### config.mk
export PLATFORM = sky130hd
export DESIGN_NAME = rc4_key_ram
export DESIGN_NICKNAME = d
export VERILOG_FILES = /design/src/design/rc4_pkg.sv /design/src/design/rc4_key_ram.sv
export SDC_FILE = /design/constraint.sdc
export NUM_CORES = 2
export LEC_CHECK = 0
export ABC_AREA = 0
export BUFFER_PORTS_ARGS = -buffer_cell sky130_fd_sc_hd__buf_4
export CAP_MARGIN = 0
export CELL_PAD_IN_SITES_DETAIL_PLACEMENT = 1
export CELL_PAD_IN_SITES_GLOBAL_PLACEMENT = 1
export CORE_AREA = 2 2 403 405
export CTS_CLUSTER_DIAMETER = 30
export DETAILED_ROUTE_END_ITERATION = 12
export DIE_AREA = 0 0 405 407
export PLACE_DENSITY_LB_ADDON = 0.25
export SYNTH_ARGS = -nofsm -noshare
export SYNTH_HDL_FRONTEND = slang
export SYNTH_SLANG_ARGS = --single-unit
### constraint.sdc
create_clock -name clk -period 2.7 [get_ports clk]
set_clock_uncertainty 0.1 [all_clocks]
set_input_delay 0 -clock clk [delete_from_list [all_inputs] [get_ports clk]]
set_output_delay 0 -clock clk [all_outputs]
set_load 0.02 [all_outputs]
### src/design/rc4_pkg.sv
`default_nettype none
// ----------------------------------------------------------------------------
// rc4_pkg
// Shared widths, defaults and the permutation memory request type.
// ----------------------------------------------------------------------------
package rc4_pkg;

	localparam int ByteW         = 8;
	localparam int PermDepth     = 256;
	localparam int PermAw        = 8;
	localparam int KeyMaxDefault = 256;

	// one access group toward the permutation memory
	typedef struct packed {
		logic              rd_en;
		logic [PermAw-1:0] rd_addr;
		logic              wr_en;
		logic [PermAw-1:0] wr_addr;
		logic [ByteW-1:0]  wr_data;
		logic              clr;
	} perm_req_t;

endpackage
`default_nettype wire

### src/design/rc4_key_ram.sv
`default_nettype none
// ----------------------------------------------------------------------------
// rc4_key_ram
// Key byte store, one write and one registered read port.
// ----------------------------------------------------------------------------
module rc4_key_ram #(
	parameter int KEY_MAX = rc4_pkg::KeyMaxDefault,
	localparam int KeyAw  = (KEY_MAX > 1) ? $clog2(KEY_MAX) : 1
) (
	input  logic                      clk,
	input  logic                      wr_en,
	input  logic [KeyAw-1:0]          wr_addr,
	input  logic [rc4_pkg::ByteW-1:0] wr_data,
	input  logic                      rd_en,
	input  logic [KeyAw-1:0]          rd_addr,
	output logic [rc4_pkg::ByteW-1:0] rd_data
);
	import rc4_pkg::*;

	logic [ByteW-1:0] mem [KEY_MAX];
	logic [ByteW-1:0] rd_q;

	always_ff @(posedge clk) begin
		if (wr_en) begin
			mem[wr_addr] <= wr_data;
		end
		if (rd_en) begin
			rd_q <= mem[rd_addr];
		end
	end

	assign rd_data = rd_q;

endmodule
`default_nettype wire

==> flow_summary.json <==
{
  "setup_viol": 1,
  "worst_hold_slack_ns": 0.0127,
  "flow.area_growth_from_synthesis_pct": 26.6,
  "seqCellArea_um2": 61700,
  "finalWeightedCongestion": 0.854,
  "clk_pin_slew_worst_paths_ns": 0.05,
  "design.final.nets": 4524,
  "cts.sinks": 2056,
  "fp.dieArea_um2": 165000,
  "required_ns": 3.30,
  "worstSkewPairLatency_ns": 0.99,
  "netlist-cell-type-count": 54,
  "yosys.cell_count.top_type": "edfxtp_1",
  "critical_path.startpoint_type": "flop",
  "synthesis.area_um2": 79600,
  "overflow": 0,
  "place.detailed.hpwl_um": 138000,
  "slew_headroom_pct": 37.5,
  "synth_nets": 3760,
  "tritoncts": "built",
  "die_height_um": 407,
  "hold_violations": 0,
  "violations_in_the_final_reports": "setup timing",
  "yosysSeqAreaShare_pct": 77.5,
  "ir_worst_vdd_uv": 725,
  "tightestPinTransition_ns": 0.934,
  "ff2ff_path_depth": 6,
  "synth_top_area_share_pct": 77.5,
  "reg2reg_to": "rd_data[1]",
  "final.setup.worst_slack_ns": -0.0245,
  "synth_area_leaders": "edfxtp_1, mux4_2, mux2i_1, nor2_1, a22oi_1",
  "initialDrtViolationCount": 4957,
  "drt-total-wl_um": 237000,
  "criticalPathCategory": "reg -> reg",
  "port-buffer-count": 34,
  "dieWidth_um": 405,
  "whs_endpoint": "mem[68][4]",
  "drt_first_pass_iters": 5,
  "grt_pass1_vias": 46900,
  "final_period_minus_worst_setup_slack_ns": 2.72,
  "min-delay-start": "wr_data[4]",
  "hold_path_depth": 2,
  "critical-path-slowest-cell": "nor4_1",
  "vias": 43600,
  "worst-endpoint-arrival_ns": 3.33,
  "final_util_pct": 62.9,
  "h_tree_level_count": 5,
  "start_util_pct": 49.7,
  "core_um2": 160000,
  "post-cts-setup-buffers": 0,
  "synthFlopType": "edfxtp_1",
  "yosys_warnings": 0,
  "reg2reg_slack_ns": -0.02,
  "drc": 0,
  "routed_via_density": 6.22,
  "layout_cells_sized_above_1_pct": 35.2,
  "synth_enable_flop_cells": 2056,
  "crit_path_end_kind": "flop",
  "netlist_instances": 3733,
  "max_cap_violations": 0,
  "ys_async_sr_fraction_pct": 0,
  "worst_hold_path_class": "in -> reg",
  "multiInputGateArea_um2": 16600,
  "wire_per_inst_um": 33.8,
  "cts_buffer_depth": 4,
  "std_cell_rows": 147,
  "root_buffer_cell": "clkbuf_16",
  "worstReg2RegStart": "mem[211][1]",
  "final_antenna_net_count": 0,
  "cp_cell_sequence": "mux4_2 -> a22oi_1 -> a21oi_1 -> nor4_1 -> buf_4 -> nor4_1",
  "grt_max_degree": 107,
  "layout.filler_cells": 13000,
  "number_of_i_o_pins": 35,
  "grt_antenna_before_repair": 12,
  "tritoncts.num_buffers": 424,
  "synth_top_area_cell": "edfxtp_1",
  "final_worst_path_period_share_pct": 101,
  "outcome": "finished with violations",
  "crit_path_max_fanout": 1,
  "ys_ff_latch": 2056,
  "cpPeakStageDelay_ns": 0.63,
  "fmax_mhz": 367,
  "grt_usage_pct": 29.3,
  "slew_violations": 0,
  "crit_top_cell": "nor4_1",
  "power_leakage_nw": 33.5,
  "power.density_nw_per_um2": 912,
  "grt_pass1_wl_um": 343000,
  "syn-mean-instance-area_um2": 21.3,
  "yosys-top-cells-count": "edfxtp_1, mux4_2, nor2_1"
}
cell usage in the layout, fill, tap and decap left out, types with 41 or more instances in the layout:
master / n
buf_12: 67
mux4_2: 454
bufinv_16: 68
edfxtp_1: 2056
clkinv_1: 58
mux2i_1: 134
clkinv_4: 41
clkbuf_1: 45
nor2_1: 279
buf_4: 466
clkinv_2: 64
a22oi_1: 133
o221ai_1: 46
clkbuf_16: 429
a21oi_1: 96
worst max-delay path: cells and delay by family, from the launching register on:
kind | cells | cell delay [ns]
simple gates | 2 | 0.70
buf+inv | 1 | 0.27
compound gates | 2 | 0.55
mux | 1 | 0.50
flops | 1 | 0.39
cells by family after synthesis:
logic type,Yosys count,synth area share (%)
buffers and inverters,235,1.83
AO/OA/AOI/OAI,385,3.42
AND/OR/NAND/NOR,466,2.63
multiplexers,591,14.6
flip-flops,2056,77.5
layer usage:
metal / up-vias / share of wire, % / GRT usage, %
li1: 17400 / - / -
met1: 23300 / 38 / 38.6
met2: 2333 / 49 / 47.7
met3: 549 / 8.6 / 6.16
met4: 6 / 4.1 / 12.2
met5: - / 0.012 / 0
power breakdown:
group          switching, mW  total, mW  internal, mW
Combinational           2.32       3.70          1.38
Sequential            0.0674       35.4          35.3
Clock                   17.4       52.8          35.4
per-stage QoR:
step	TNS, ns	cells	worst slack [ns]	power [mW]	area [µm²]
floorplan	0	3733	0.524	37.6	79600
global placement	-4.74	6202	-0.889	39.4	85900
detailed placement	-4.26	6202	-0.923	39.5	85900
CTS	0	7004	0.0207	92.3	101000
global route	-0.0406	7005	-0.0406	93.8	101000
finish	-0.0245	7010	-0.0245	91.9	101000
timing repair:
action | 4_1_cts | 5_1_grt
setup endpoints to repair | 8 | 4
endpoints found under the hold margin | 3771 | 0
resized for setup | 15 | 7
hold buffers | 29 | 0
pin swaps | 1 | 6
state kept, by name, summed over array words and instances, names as in the netlist:
register	cells
mem	2048
rd_data	8
how the worst max path moves through the flow:
stage | from | to | slack, ns | cells past startpoint
after floorplan | rd_addr[0] | rd_data[2] | 0.52 | 9
after global placement | rd_addr[0] | rd_data[4] | -0.89 | 7
after detailed placement | rd_addr[0] | rd_data[6] | -0.92 | 8
after CTS | mem[244][2] | rd_data[2] | 0.02 | 6
after global routing | mem[83][5] | rd_data[5] | -0.04 | 7
final | mem[211][1] | rd_data[1] | -0.02 | 6
area by class of cell:
| class | count | share of cell area, % |
|---|---|---|
| antenna | 6 | 0.0149 |
| clock buffer | 474 | 10.8 |
| inverter | 2 | 0.00745 |
| timing repair buffer | 571 | 5.23 |
| multi-input combinational | 1442 | 16.5 |
| sequential | 2056 | 61.2 |
| clock inverter | 299 | 3.50 |
| tap | 2160 | 2.68 |
Power figures use the tool's default switching activity.
