File: src/design/rc4_pkg.sv
`default_nettype none
// ----------------------------------------------------------------------------
// rc4_pkg
// Shared widths, defaults and the permutation memory request type.
// ----------------------------------------------------------------------------
package rc4_pkg;

	localparam int ByteW         = 8;
	localparam int PermDepth     = 256;
	localparam int PermAw        = 8;
	localparam int KeyMaxDefault = 256;

	// one access group toward the permutation memory
	typedef struct packed {
		logic              rd_en;
		logic [PermAw-1:0] rd_addr;
		logic              wr_en;
		logic [PermAw-1:0] wr_addr;
		logic [ByteW-1:0]  wr_data;
		logic              clr;
	} perm_req_t;

endpackage
`default_nettype wire

File: src/design/rc4_perm_ram.sv
`default_nettype none
// ----------------------------------------------------------------------------
// rc4_perm_ram
// 256 x 8 permutation memory, one read and one write port, registered read.
// Per-entry valid bits: an entry not written since the last clear reads as
// its own index, which gives the identity permutation without a fill sweep.
// ----------------------------------------------------------------------------
module rc4_perm_ram (
	input  logic                 clk,
	input  logic                 arst_n,
	input  rc4_pkg::perm_req_t   req,
	output logic [rc4_pkg::ByteW-1:0] rd_data
);
	import rc4_pkg::*;

	logic [ByteW-1:0]     mem [PermDepth];
	logic [PermDepth-1:0] vld_q;
	logic [ByteW-1:0]     rd_q;
	logic                 rd_vld_q;
	logic [PermAw-1:0]    rd_addr_q;

	// read returns the old word when the same entry is written in that cycle
	always_ff @(posedge clk) begin
		if (req.wr_en) begin
			mem[req.wr_addr] <= req.wr_data;
		end
		if (req.rd_en) begin
			rd_q <= mem[req.rd_addr];
		end
	end

	always_ff @(posedge clk or negedge arst_n) begin
		if (!arst_n) begin
			vld_q     <= '0;
			rd_vld_q  <= 1'b0;
			rd_addr_q <= '0;
		end else begin
			if (req.rd_en) begin
				rd_vld_q  <= vld_q[req.rd_addr];
				rd_addr_q <= req.rd_addr;
			end
			if (req.clr) begin
				vld_q <= '0;
			end else if (req.wr_en) begin
				vld_q[req.wr_addr] <= 1'b1;
			end
		end
	end

	assign rd_data = rd_vld_q ? rd_q : ByteW'(rd_addr_q);

endmodule
`default_nettype wire

File: config.mk
export PLATFORM = sky130hd
export DESIGN_NAME = rc4_perm_ram
export DESIGN_NICKNAME = d
export VERILOG_FILES = /design/src/design/rc4_pkg.sv /design/src/design/rc4_perm_ram.sv
export SDC_FILE = /design/constraint.sdc
export NUM_CORES = 2
export LEC_CHECK = 0
export BUFFER_PORTS_ARGS = -buffer_cell sky130_fd_sc_hd__buf_2
export CAP_MARGIN = 10
export CORE_UTILIZATION = 50
export CTS_CLUSTER_SIZE = 40
export DETAILED_ROUTE_END_ITERATION = 10
export GPL_ROUTABILITY_DRIVEN = 0
export PLACE_DENSITY = 0.65
export SLEW_MARGIN = 40
export SYNTH_ARGS = -nofsm -noshare
export SYNTH_HDL_FRONTEND = slang
export SYNTH_SLANG_ARGS = --single-unit
export TNS_END_PERCENT = 20
File: constraint.sdc
create_clock -name clk -period 6.25 [get_ports clk]
set_clock_uncertainty 0.2 [all_clocks]
set_input_delay 1.25 -clock clk [delete_from_list [all_inputs] [get_ports clk]]
set_output_delay 1.25 -clock clk [all_outputs]
set_load 0.02 [all_outputs]
==> results.toml <==
[outcome]
status = "finished clean"

[logic_synthesis]
syn_area_sq_mm = 0.0897
synth-seq-area-share_pct = 76.2
yosysTopAreaCell = "edfxtp_1"
syn_avg_cell_area_sq_um = 19.7
synth_most_common_cell = "edfxtp_1"
synth_edf_count = 2056
async_flop_share_pct = 11.4
yosys_warnings = 0
synth_cells = 4550
syn_nets = 4579
synthTopCellsByCount = "edfxtp_1 (2056), nor2_1 (719), mux4_2 (566)"
netlist_top_cells_area = "edfxtp_1 (69%), mux4_2 (14%), dfrtp_1 (7.4%)"
synth_top_area_share_pct = 68.8
yosys.cell_types.count = 41
synth_seq_cells = 2321
synth-main-ff-cell = "edfxtp_1"

[timing]
hold_viol = 0
finalSetupViolations = 0
maxSlewViolCount = 0
worst_pin_slew_ns = 0.929
fin_setup_tns_ns = 0
hold_ws_ns = 0.0802
fmax_mhz = 230
fin_crit_ns = 4.35
maxSlewHeadroom_pct = 37.5
min_period_over_period_pct = 69.6
rsz0062_at_grt = "false"

[clock_network]
cts_buffer_depth = 3
clk_latency_ns = 0.86
cts_tree = "yes"
cts_resized = 0
cts_inserted_buffers = 225
cts.sinks = 2321
ctsHoldBuffers = 0
clk_pin_slew_ns = 0.06
root_buffer = "clkbuf_16"
htreeDepth = 4
post-cts-setup-buffers = 0

[worst_setup_path]
cp.buffers_inverters = 3
worst_setup_path_start_kind = "primary input"
rr_endpoint = "rd_q[0]"
cp_slowest_cell = "nor4_1"
worst-path-max-fanout = 33
startpoint = "req[19]"
path_delay_family = "simple AND/OR/NAND/NOR gates"
cpPeakStageDelay_ns = 0.82
rr_worst_depth = 6
crit_chain = "buf_8 -> buf_12 -> buf_4 -> mux4_2 -> a22oi_1 -> a21oi_1 -> nor4_1 -> o22ai_1 -> or2_1"
cp-end-kind = "flip-flop"
cp_num_cells = 9
worstPathRequired_ns = 6.65
rrSetupSlack_ns = 2.77
reg2reg_from = "mem[250][0]"
critical_path.endpoint = "rd_q[0]"
crit_arrival_ns = 4.76
path_class = "primary input to flip-flop"

[floorplanning]
die_y_um = 425
rows = 155
io_pins = 37
start_util_pct = 50.3
core_sq_mm = 0.178
fp.dieArea_sq_mm = 0.181
fp.dieW_um = 425

[detailed_routing]
drt-pass1-iter-count = 6
viasPerCell = 6.29
post_drt_wl_per_cell_um = 30.7
vias = 45500
postRouteAntennaNets = 0
drc = 0
drtIter0Drc = 5550
wl_um = 222000

[pwr]
ir_worst_vdd_mv = 0.293
power.leakage_nw = 32.5
cellPowerDensity_mw_per_mm2 = 317

[grt]
overflow = 0
antenna_found_initial = 10
grt_max_degree = 152
track_usage_pct = 24.8
grt_pass1_vias = 45400
grt_pass1_wl_um = 323000

[layout]
final_nets = 4699
drive_gt1_share_pct = 28.5
area_delta_synth_final_pct = 13.1

[run]
maxCapViolCount = 0

[placement]
dp_hpwl_um = 134000
port_buffers = 36

[worst_hold_path]
hold_class = "primary input to async pin"
[per-stage QoR]
step / setup slack, ns / cell area (sq um) / instances / total power, mW / utilization (%)
2_1_floorplan: 2.63 / 89700 / 4550 / 18.1 / -
3_3_place_gp: 1.11 / 93000 / 6783 / 18.8 / 52.2
3_5_place_dp: 1.14 / 93700 / 6794 / 18.8 / 52.6
4_1_cts: 2.03 / 101000 / 7220 / 32.3 / 56.7
5_1_grt: 1.87 / 101000 / 7228 / 32.9 / 56.9
6_report: 1.90 / 101000 / 7229 / 32.1 / 56.9
[flip-flops by register name, summed over array words and instances, names as in the netlist]
signal / cells
vld_q: 256
rd_q: 8
rd_addr_q: 8
rd_vld_q: 1
mem: 2048
[worst reg2reg max path, stage by stage (launching register included)]
cell and delay (ns):
edfxtp_1 0.39, mux4_2 0.47, a22oi_1 0.31, a21oi_1 0.25, nor4_1 0.83, o22ai_1 0.43
or2_1 0.34
[layout by cell type, fill, tap and decap left out, types with 20 or more instances in the layout]
cell type / Yosys / layout
mux2i_1: 24 / 24
o22ai_1: 21 / 21
o21ba_2: 30 / 30
dfrtp_1: 265 / 265
clkbuf_1: 167 / 71
buf_2: 49 / 24
bufinv_16: 0 / 20
buf_12: 0 / 35
buf_4: 9 / 96
a21oi_1: 133 / 133
clkbuf_16: 0 / 226
clkinv_2: 0 / 44
a22oi_1: 268 / 268
nor2_2: 0 / 234
nor4_1: 32 / 31
clkbuf_8: 0 / 25
mux4_2: 566 / 566
edfxtp_1: 2056 / 2056
nor2_1: 719 / 484
[report_power, final]
group	internal, mW	switching (mW)	leakage, nW
registers	16.9	0.0188	22.2
clock network	7.79	5.80	3.63
logic	0.540	1.04	6.66
total	25.3	6.86	32.5
[cell families after synthesis]
kind of cell | count (synthesis) | share of synthesized area (%)
DFF | 2321 | 76.2
and+or+nand+nor | 854 | 3.84
muxes | 606 | 14.7
AOI/OAI and AO/OA | 480 | 3.72
buffers and inverters | 289 | 1.51
[cell type report]
cell class,instances,area [sq um]
tap,2355,2950
fill,13000,76800
multi-input combinational,1940,20600
inverter,5,18.8
antenna,5,12.5
clock inverter,106,1210
timing repair buffer,177,1980
sequential,2321,68400
clock buffer,320,6240
[metal layers]
| metal | global-route usage [%] | wire length, um | vias up |
|---|---|---|---|
| met5 | 0 | 7 | - |
| met4 | 7.07 | 5740 | 2 |
| met3 | 4.49 | 18400 | 324 |
| met2 | 38.4 | 106000 | 2121 |
| met1 | 36.5 | 91700 | 24300 |
| li1 | - | - | 18700 |
[how the worst min path moves through the flow]
stage,to,slack [ns],cells past startpoint
5_1_grt,vld_q[107],0.06,1
3_3_place_gp,vld_q[190],0.27,2
4_1_cts,vld_q[67],0.03,1
3_5_place_dp,vld_q[6],0.28,2
2_1_floorplan,vld_q[104],0.26,2
6_report,vld_q[67],0.08,1
No activity file was read; power rests on OpenSTA's default activity.
